### src/design/pre_pkg.sv
// shared types and constants for the photometric reprojection error unit
// no dependencies
package pre_pkg;

    // widest store address, for frames of up to 4096 by 4096
    localparam int ADDR_W_MAX = 24;

    // configuration register indexes
    typedef enum logic [2:0] {
        CFG_FOCAL_X     = 3'd0,
        CFG_FOCAL_Y     = 3'd1,
        CFG_CENTER_X    = 3'd2,
        CFG_CENTER_Y    = 3'd3,
        CFG_DEPTH_SCALE = 3'd4,
        CFG_POSE_X      = 3'd5,
        CFG_POSE_Y      = 3'd6,
        CFG_POSE_Z      = 3'd7
    } cfg_index_t;

    // camera and pose settings seen by the front end
    typedef struct packed {
        logic [30:0] focal_x;
        logic [30:0] focal_y;
        logic [30:0] center_x;
        logic [30:0] center_y;
        logic [31:0] depth_scale;
        logic [63:0] pose_x;
        logic [63:0] pose_y;
        logic [63:0] pose_z;
    } cfg_t;

    // one classified item handed from front to back
    typedef struct packed {
        logic                  is_load;
        logic                  hit;
        logic                  fend;
        logic [7:0]            intensity;
        logic [ADDR_W_MAX-1:0] addr;
    } q_entry_t;

endpackage

### src/design/pre_queue.sv
// four-entry queue between front and back end
// depends on pre_pkg
module pre_queue (
    input  logic              aclk,
    input  logic              aresetn,
    input  logic              push,
    input  pre_pkg::q_entry_t push_entry,
    output logic              full,
    input  logic              pop,
    output pre_pkg::q_entry_t head,
    output logic              empty
);

    pre_pkg::q_entry_t slot_reg [4];
    logic [1:0] wr_ptr_reg, rd_ptr_reg;
    logic [2:0] count_reg;

    assign full  = (count_reg == 3'd4);
    assign empty = (count_reg == 3'd0);
    assign head  = slot_reg[rd_ptr_reg];

    // pointers and fill level
    always_ff @(posedge aclk) begin
        if (!aresetn) begin
            wr_ptr_reg <= '0;
            rd_ptr_reg <= '0;
            count_reg  <= '0;
        end else begin
            if (push) begin
                wr_ptr_reg <= wr_ptr_reg + 2'd1;
            end
            if (pop) begin
                rd_ptr_reg <= rd_ptr_reg + 2'd1;
            end
            count_reg <= count_reg + 3'(push) - 3'(pop);
        end
    end

    // storage
    always_ff @(posedge aclk) begin
        if (push) begin
            slot_reg[wr_ptr_reg] <= push_entry;
        end
    end

endmodule

### config.mk
export PLATFORM = sky130hd
export DESIGN_NAME = pre_queue
export DESIGN_NICKNAME = d
export VERILOG_FILES = /design/src/design/pre_pkg.sv /design/src/design/pre_queue.sv
export SDC_FILE = /design/constraint.sdc
export NUM_CORES = 1
export LEC_CHECK = 0
export BUFFER_PORTS_ARGS = -buffer_cell sky130_fd_sc_hd__buf_2
export CAP_MARGIN = 20
export CORE_AREA = 2 2 87 172
export DETAILED_ROUTE_END_ITERATION = 10
export DIE_AREA = 0 0 89 174
export GPL_TIMING_DRIVEN = 1
export PLACE_DENSITY = 0.66
export SETUP_SLACK_MARGIN = 0.02
export SLEW_MARGIN = 30
export SYNTH_ARGS = -nofsm -noshare
export SYNTH_HDL_FRONTEND = slang
export SYNTH_SLANG_ARGS = --single-unit
export TNS_END_PERCENT = 30
### constraint.sdc
create_clock -name aclk -period 5 [get_ports aclk]
set_clock_uncertainty 0.05 [all_clocks]
set_input_delay 0.75 -clock aclk [delete_from_list [all_inputs] [get_ports aclk]]
set_output_delay 0.75 -clock aclk [all_outputs]
set_load 0.03 [all_outputs]
==> results of run 1 <==
[area by class of cell]
cell class                      instances  area share, %
Antenna cell                            1        0.03752
Clock buffer                           18          6.435
Clock inverter                         14          2.176
Inverter                                7         0.3940
Multi-Input combinational cell         62          15.80
Sequential cell                       149          65.82
Tap cell                              192          3.602
Timing Repair Buffer                   76          5.741
[metrics by stage]
| stage | std cells | util, % | total power [mW] |
|---|---|---|---|
| 2_1_floorplan | 226 | - | 1.733 |
| 3_3_place_gp | 486 | 42.63 | 1.825 |
| 3_5_place_dp | 486 | 42.66 | 1.839 |
| 4_1_cts | 518 | 46.69 | 3.049 |
| 5_1_grt | 519 | 46.72 | 3.117 |
| 6_report | 519 | 46.72 | 3.012 |
[cell families (layout without fill, tap and decap cells)]
group | Yosys count | after routing
AOI/OAI and AO/OA | 2 | 2
xor gates and xnor gates | 3 | 3
adders and majority gates | 7 | 7
buffers and inverters | 15 | 115
DFF | 149 | 149
muxes | 36 | 36
other | 0 | 1
and+or+nand+nor | 14 | 14
[power breakdown]
| group | total (mW) | leakage [nW] | internal (mW) | switching (mW) |
|---|---|---|---|---|
| sequential | 1.47 | 1.36 | 1.43 | 0.0333 |
| clock | 1.21 | 0.257 | 0.697 | 0.512 |
| combinational | 0.336 | 0.655 | 0.132 | 0.204 |
[routing by layer]
metal | global-route usage (%) | routed length [um]
met1 | 14.64 | 3620
met2 | 23.41 | 5294
met3 | 4.131 | 411
met4 | 6.405 | 253
met5 | 0 | 0
[worst max-delay path by stage]
| stage | slack, ns | startpoint | to |
|---|---|---|---|
| after floorplan | 2.88 | pop | count_reg[2]$_SDFF_PN0_ |
| after global placement | 2.17 | register | head[31] |
| after detailed placement | 2.14 | register | head[21] |
| after CTS | 1.69 | register | head[31] |
| after global routing | 1.58 | register | head[31] |
| final | 1.80 | register | head[31] |
[critical path, cell delays in order (launching register included)]
cell and delay (ns):
dfxtp_2 0.68, buf_4 0.49, mux4_1 0.61, buf_2 0.20
[placed cells by master, fill, tap and decap left out, types with 2 or more instances in the layout]
cell type   instances
inv_6               4
mux4_2             30
mux4_1              5
clkbuf_16          17
and2_4              4
and2_1              2
dfxtp_1             7
edfxtp_1          140
nor2_1              5
ha_1                6
clkinvlp_4          7
xnor2_1             2
inv_1               7
buf_2              75
==> impl_metrics.ini, run 1 <==
[cells_and_area]
finalInstanceArea_sq_um = 6669
fill_cells = 1229
multi_input_area_sq_um = 1054
register_area_sq_um = 4389
nets = 359
area_delta_synth_final_pct = 20.26
largest_reg_flops = 140
drive_gt1_share_pct = 44.17

[timing]
setup_viol = 0
period_share_pct = 64.06
period_needed_ns = 3.203
hold_viol_final = 0
slew_violations = 0
relSlewSlack_pct = 62.01
worst_pin_slew_ns = 0.5698
fin_tns_setup_ns = 0
worst_slack_ns = 1.797
fmax_mhz = 312.2
whs_ns = 0.4756
grt_setup_unrepaired = false

[logic_synthesis]
ys_async_sr_fraction_pct = 0
synthAdderAreaFrac_pct = 1.715
yosys-top-cells-count = 140 x edfxtp_1, 30 x mux4_2, 9 x dfxtp_1, 7 x inv_1
synth_xor_area_share_pct = 0.7446
synth_nets = 272
syn-mean-instance-area_sq_um = 24.54
synth_area_sq_um = 5545
synthSimpleGateAreaFrac_pct = 1.354
synthFlopType = edfxtp_1
synth_top_family_by_area = multiplexers
synthCells = 226
yosysSeqAreaShare_pct = 79.06
synth_compound_area_share_pct = 0.2708
yosysTopAreaCell = edfxtp_1
yosys.area.top_type_share_pct = 75.81
synth_mux_area_share_pct = 14.73
yosys-top-cells-area = edfxtp_1 76%, mux4_2 12%, dfxtp_1 3.2%
synth_edf_count = 140
synth-seq-cells = 149
synth_most_common_cell = edfxtp_1
yosysUniqueCellTypes = 21
ys_warn_count = 0

[floorplanning]
ios = 76
initial_core_util_pct = 38.85
fp.dieArea_sq_um = 15490
core_area_sq_um = 14270
rows = 62
die-height_um = 174
die_w_um = 89

[grt]
grt_pass1_wl_um = 15050
grt_overflow = 0
antenna_found_initial = 1
grt_max_degree = 36
track_usage_pct = 13.53
first_global_vias = 2793

[drt]
wl_um = 9580
vias = 2498
wire_per_inst_um = 18.46
drc = 0
ant_nets = 0
first_pass_iters = 4
via_per_inst = 4.813
drtIter0Drc = 127

[critical_path]
cp_data_required_time_ns = 4.20
cp-start-kind = register
worst-setup-path-type = register to output pin
r2r_end = count_reg[2]$_SDFF_PN0_
rr_startpoint = count_reg[0]$_SDFF_PN0_
critPathMaxFanout = 21
worst_r2r_path_depth = 7
critPathCaptureType = output pin
r2r_slack_ns = 3.18
arrival_ns = 2.40

[clock_network]
hold_buffers = 0
post_cts_buffers = 0
cts-buffers-inserted = 17
cts_buffer_depth = 2
cts_tree = yes
clockRootBuffer = clkbuf_16
insertion_delay_ns = 0.41
h-tree-depth = 4
path_clk_slew_ns = 0.06
ctsResizeCount = 0
numClockSinks = 149

[placed_design]
port_buffers = 75
placed_area_sq_um = 6090
place_congestion = 0.7084
dp_slack_ns = 2.145
dp_hpwl_um = 5751

[run]
drv_cap = 0

[status]
status = complete, no violations

[worst_hold_path]
min_delay_path_depth = 2
min_path_type = register to register
worstHoldStart = rd_ptr_reg[1]$_SDFFE_PN0P_

[pwr]
ir_drop_uv = 247.8
p_per_area_nw_per_um2 = 451.6
leakage_nw = 2.273
Note: power is estimated with default switching activity, not from simulation.
==> run 2: changes to the inputs <==
==> constraint.sdc (replaced) <==
create_clock -name aclk -period 3.1 [get_ports aclk]
set_clock_uncertainty 0.05 [all_clocks]
set_input_delay 0.465 -clock aclk [delete_from_list [all_inputs] [get_ports aclk]]
set_output_delay 0.465 -clock aclk [all_outputs]
set_load 0.03 [all_outputs]
==> run 2 against run 1 <==
  * Via count shrank 1.8%
  * Non-clock buffer count grew 5
  * Critical path type unchanged
  * Worst setup slack lost 1.2 ns
  * Global-route usage grew 0.25 points
  * Clock power grew 64%
  * Sequential cell count is the same
  * Largest power group unchanged
  * Sequential share of layout area shrank 0.71 points
  * Critical endpoint is now head[12]
  * Core utilization grew 0.48 points
  * Routed wire length grew 1.3%
  * Critical path depth is the same
  * Register-to-register slack lost 1.9 ns
==> impl_metrics.ini, run 2 (same netlist as run 1, synthesis figures left out) <==
[cells_and_area]
area_delta_synth_final_pct = 21.50
nets = 364
largest_reg_flops = 140
mostFrequentLayoutCell = edfxtp_1
finalInstanceArea_sq_um = 6738
fin_util_pct = 47.20
mostFrequentLayoutCells = 140 x edfxtp_1, 75 x buf_2, 30 x mux4_2
drive_gt1_share_pct = 44.85
stdcell_count = 523

[clock_network]
cts_buffer_depth = 2
cts-buffers-inserted = 17
post_cts_buffers = 0
numClockSinks = 149
cts_tree = yes
clockRootBuffer = clkbuf_16
path_clk_slew_ns = 0.06
ctsResizeCount = 0
h-tree-depth = 4
insertion_delay_ns = 0.41
hold_buffers = 0

[critical_path]
critPathCaptureType = output pin
cp_data_required_time_ns = 2.58
cp_top_family = flip-flops
arrival_ns = 1.98
r2r_end = count_reg[2]$_SDFF_PN0_
rr_startpoint = count_reg[0]$_SDFF_PN0_
crit_end = head[12]
cp.depth = 3
critPathMaxFanout = 19
worst-setup-path-type = register to output pin
cp-start-kind = register
path_cells = buf_4, mux4_2, buf_2
slowest_stage = dfxtp_2
r2r_slack_ns = 1.30
critPathBufInv = 2
max_stage_delay_ns = 0.65
worst_r2r_path_depth = 7

[drt]
drc = 0
drtIter0Drc = 118
ant_nets = 0
wl_um = 9707
vias = 2454
via_per_inst = 4.692
wire_per_inst_um = 18.56
first_pass_iters = 4

[grt]
grt_max_degree = 36
track_usage_pct = 13.78
grt_pass1_wl_um = 15210
antenna_found_initial = 1
first_global_vias = 2827
grt_overflow = 0

[placed_design]
port_buffers = 75
dp_hpwl_um = 6337
place_congestion = 0.6910
placed_area_sq_um = 6160
place_inst = 491
dp_slack_ns = 0.9580

[worst_hold_path]
min_path_type = primary input to register
min_delay_path_depth = 1

[floorplanning]
die-height_um = 174
ios = 76
core_area_sq_um = 14270
rows = 62
die_w_um = 89
initial_core_util_pct = 38.85
fp.dieArea_sq_um = 15490

[timing]
setup_viol = 0
worst_pin_slew_ns = 0.5233
relSlewSlack_pct = 65.11
period_share_pct = 80.60
period_needed_ns = 2.499
grt_setup_unrepaired = false
fin_tns_setup_ns = 0
hold_viol_final = 0
worst_slack_ns = 0.6015
fmax_mhz = 400.2
slew_violations = 0

[pwr]
power_switching_mw = 1.175
leakage_nw = 2.327
p_int_mw = 3.722
switching_share_pct = 23.99
pwr-share-seq_pct = 48.0
p_clk_share_pct = 40.4
p_per_area_nw_per_um2 = 726.8
p_comb_share_pct = 11.6
ir_drop_uv = 379.4

[status]
status = complete, no violations

[run]
drv_cap = 0
## run 2: cell types whose count changed in the layout (fill, tap and decap cells not counted), sizes merged
cell	delta
buf	+5
bufinv	+1
clkbuf	-1
clkinvlp	-5
clkinv	+4
## run 2: layout make-up
cell class                 instances  area [sq um]
fill                            1276          7536
sequential                       149          4387
timing repair buffer              81         457.9
clock inverter                    14         150.1
tap                              192         240.2
multi-input combinational         62          1049
inverter                           7         26.28
antenna                            1         2.502
clock buffer                      17         425.4
## run 2: worst register-to-register path, cell delays in order, from the launching register on
cell and delay (ns):
dfxtp_1 0.33, inv_1 0.05, ha_1 0.26, inv_1 0.04, ha_1 0.18, fa_1 0.36
xor3_1 0.38, nor2_1 0.04
## run 2: power by group through the flow
stage | logic [mW] | registers, mW | clock network [mW]
6_report | 0.566 | 2.35 | 1.98
3_3_place_gp | 0.568 | 2.39 | 0
5_1_grt | 0.614 | 2.36 | 2.10
2_1_floorplan | 0.419 | 2.38 | 0
3_5_place_dp | 0.579 | 2.40 | 0
4_1_cts | 0.581 | 2.35 | 2.02
## run 2: worst min path at each step
| stage | end | startpoint | slack (ns) |
|---|---|---|---|
| 2_1_floorplan | register | rd_ptr_reg[1]$_SDFFE_PN0P_ | 0.45 |
| 3_3_place_gp | register | rd_ptr_reg[1]$_SDFFE_PN0P_ | 0.45 |
| 3_5_place_dp | register | rd_ptr_reg[0]$_SDFFE_PN0P_ | 0.49 |
| 4_1_cts | slot_reg[1][23]$_DFFE_PP_ | push_entry[23] | 0.19 |
| 5_1_grt | slot_reg[2][0]$_DFFE_PP_ | push_entry[0] | 0.20 |
| 6_report | slot_reg[1][23]$_DFFE_PP_ | push_entry[23] | 0.21 |
## run 2: metrics by stage
step	power, mW	hold WS, ns
after floorplan	2.796	0.4493
after global placement	2.955	0.4546
after detailed placement	2.975	0.4875
after CTS	4.952	0.1948
after global routing	5.073	0.2001
final	4.897	0.2147
## run 2: per-layer routing
layer	part of all wire (%)	track usage, %	vias up
li1	-	-	1124
met1	37	14.86	1258
met2	57	23.82	60
met3	3.9	4.274	12
met4	2.3	6.592	0
met5	0	0	-
==> run 3: changes to the inputs <==
--- a/config.mk
+++ b/config.mk
@@ -5,11 +5,12 @@
 export SDC_FILE = /design/constraint.sdc
 export NUM_CORES = 1
 export LEC_CHECK = 0
+export ABC_AREA = 1
 export BUFFER_PORTS_ARGS = -buffer_cell sky130_fd_sc_hd__buf_2
 export CAP_MARGIN = 20
-export CORE_AREA = 2 2 87 172
+export CORE_AREA = 2 2 90 178
 export DETAILED_ROUTE_END_ITERATION = 10
-export DIE_AREA = 0 0 89 174
+export DIE_AREA = 0 0 92 180
 export GPL_TIMING_DRIVEN = 1
 export PLACE_DENSITY = 0.66
 export SETUP_SLACK_MARGIN = 0.02
==> constraint.sdc (replaced) <==
create_clock -name aclk -period 2.4 [get_ports aclk]
set_clock_uncertainty 0.05 [all_clocks]
set_input_delay 0.36 -clock aclk [delete_from_list [all_inputs] [get_ports aclk]]
set_output_delay 0.36 -clock aclk [all_outputs]
set_load 0.03 [all_outputs]
==> run 3 against run 2 <==
  * Synthesized cell count increased by 110%
  * Clock power increased by 43%
  * Worst setup slack worse by 0.31 ns
  * Core utilization grew 0.22 points
  * Final cell count grew 45%
  * Sequential share of layout area fell by 4.3 points
  * Routed wire length up 19%
  * Critical path depth is 2 higher
  * Sequential power increased by 29%
  * Design area grew 7.1%
==> impl_metrics.ini, run 3 <==
[status]
status = complete, no violations

[timing]
slew_violations = 0
whs_ns = 0.1041
fmax_mhz = 474.5
setup_viol = 0
hold_viol_final = 0
period_needed_ns = 2.107
grt_setup_unrepaired = false
period_share_pct = 87.80
worst_pin_slew_ns = 0.5701
fin_tns_setup_ns = 0
relSlewSlack_pct = 61.99

[logic_synthesis]
yosys.area.top_type_share_pct = 70.28
yosys-top-cells-count = 140 x edfxtp_1, 86 x inv_1, 80 x nand2_1, 41 x a21oi_1, 30 x o211ai_1
synth_nets = 511
yosysSeqAreaShare_pct = 73.29
synth-seq-cells = 149
ys_async_sr_fraction_pct = 0
yosysTopAreaCell = edfxtp_1
synthFlopType = edfxtp_1
synth_xor_area_share_pct = 0
synth_most_common_cell = edfxtp_1
yosysUniqueCellTypes = 17
synthAdderAreaFrac_pct = 1.590
synth_mux_area_share_pct = 0
yosys-top-cells-area = edfxtp_1 70%, inv_1 5.4%, nand2_1 5.0%
synth_edf_count = 140
ys_warn_count = 0
synth_top_family_by_area = compound AO/OA/AOI/OAI gates
synth_compound_area_share_pct = 11.50
synth_area_sq_um = 5982
synthCells = 465
synthSimpleGateAreaFrac_pct = 5.313
syn-mean-instance-area_sq_um = 12.86

[worst_hold_path]
min_path_type = primary input to register

[pwr]
power_switching_mw = 1.551
p_clk_share_pct = 43.1
pwr-share-seq_pct = 45.8
switching_share_pct = 23.58
p_comb_share_pct = 11.0
p_per_area_nw_per_um2 = 911.8
leakage_nw = 2.870
p_int_mw = 5.028
ir_drop_uv = 559.6

[critical_path]
slowest_stage = dfxtp_4
critPathMaxFanout = 25
max_stage_delay_ns = 0.53
arrival_ns = 1.70
critPathBufInv = 2
cp-start-kind = register
path_cells = buf_4, a21oi_1, o21ai_1, nand2_1, buf_2
cp_top_family = flip-flops
critPathCaptureType = output pin
cp_data_required_time_ns = 1.99
worst-setup-path-type = register to output pin

[placed_design]
place_inst = 724
dp_hpwl_um = 7242
place_congestion = 0.7698
port_buffers = 75

[floorplanning]
initial_core_util_pct = 39.32
ios = 76
die_w_um = 92
die-height_um = 180
core_area_sq_um = 15210
fp.dieArea_sq_um = 16560
rows = 64

[grt]
grt_max_degree = 71
track_usage_pct = 14.65
grt_overflow = 0
first_global_vias = 3783
antenna_found_initial = 1
grt_pass1_wl_um = 18300

[cells_and_area]
mostFrequentLayoutCell = edfxtp_1
largest_reg_flops = 140
drive_gt1_share_pct = 22.72
multi_input_area_sq_um = 1101
fill_cells = 1375
register_area_sq_um = 4389
mostFrequentLayoutCells = 140 x edfxtp_1, 82 x inv_1, 80 x nand2_1
stdcell_count = 758
area_delta_synth_final_pct = 20.62
nets = 592

[clock_network]
insertion_delay_ns = 0.41
numClockSinks = 149
cts-buffers-inserted = 17
cts_tree = yes
path_clk_slew_ns = 0.06
ctsResizeCount = 0
clockRootBuffer = clkbuf_16
cts_buffer_depth = 2
h-tree-depth = 4

[drt]
drc = 0
first_pass_iters = 5
via_per_inst = 4.761
ant_nets = 0
wire_per_inst_um = 15.19
dr_wl_met3_um = 437
drtIter0Drc = 223
wl_um = 11510
vias = 3609
wl_met1_um = 4273
wl_met2_um = 6559
maxUsedRoutingLayer = met4

[run]
drv_cap = 0
==> run 3: cell count changes in the layout (fill, tap and decap cells not counted), moves of 5 or more <==
cell	delta
o21ai_0	+19
mux4_2	-30
mux4_1	-5
nand2_1	+80
o21ai_1	+20
o211ai_2	+5
o211ai_1	+30
a21oi_1	+40
inv_1	+75
==> run 3: power groups by stage <==
stage	logic [mW]	clock network, mW	registers, mW
after floorplan	0.509	0	3.05
after global placement	0.700	0	3.07
after detailed placement	0.722	0	3.08
after CTS	0.724	2.90	3.02
after global routing	0.801	3.00	3.03
final	0.726	2.84	3.02
==> run 3: cell type report <==
cell class,count,share of cell area [%]
timing repair buffer,86,7.109
inverter,86,4.474
antenna,1,0.03468
clock inverter,13,2.861
multi-input combinational,206,15.26
tap,198,3.433
sequential,149,60.83
clock buffer,19,6.000
==> run 3: per-stage QoR <==
step / setup WS [ns] / instance area, sq um / utilization, % / power [mW]
2_1_floorplan: 0.6811 / 5982 / - / 3.562
3_3_place_gp: 0.6073 / 6549 / 43.04 / 3.771
3_5_place_dp: 0.5534 / 6549 / 43.04 / 3.800
4_1_cts: 0.1086 / 7188 / 47.25 / 6.650
5_1_grt: 0.1352 / 7213 / 47.41 / 6.828
6_report: 0.2927 / 7216 / 47.43 / 6.579
==> run 3: worst paths after layout <==
check / from / depth (start not counted) / slack (ns) / end
worst min register to register: rd_ptr_reg[1]$_SDFFE_PN0P_ / 2 / 0.42 / register
worst max-delay path: register / 5 / 0.29 / head[29]
worst min-delay path: push_entry[23] / 1 / 0.10 / slot_reg[3][23]$_DFFE_PP_
worst max register to register: wr_ptr_reg[0]$_SDFFE_PN0P_ / 5 / 0.74 / slot_reg[2][31]$_DFFE_PP_
==> run 3: cell families (layout without fill, tap and decap cells) <==
group | Yosys count | after routing
AOI/OAI and AO/OA | 115 | 115
adders and majority gates | 7 | 7
buffers and inverters | 110 | 204
DFF | 149 | 149
other | 0 | 1
and+or+nand+nor | 84 | 84
==> run 3: worst register-to-register path: cells and delay by family, from the launching register on <==
family | cells | cell delay (ns)
buf+inv | 3 | 0.75
flops | 1 | 0.33
fa+ha+maj | 1 | 0.16
simple gates | 1 | 0.06
==> run 3: layer usage <==
layer	up-vias	track usage (%)
li1	1765	-
met1	1758	14.32
met2	72	26.97
met3	14	4.191
met4	0	8.060
met5	-	0
==> run 3: repair_timing <==
item	4_1_cts	5_1_grt
hold buffers	0	0
hold endpoints to repair	0	0
setup endpoints to repair	0	5
buffers inserted	0	1
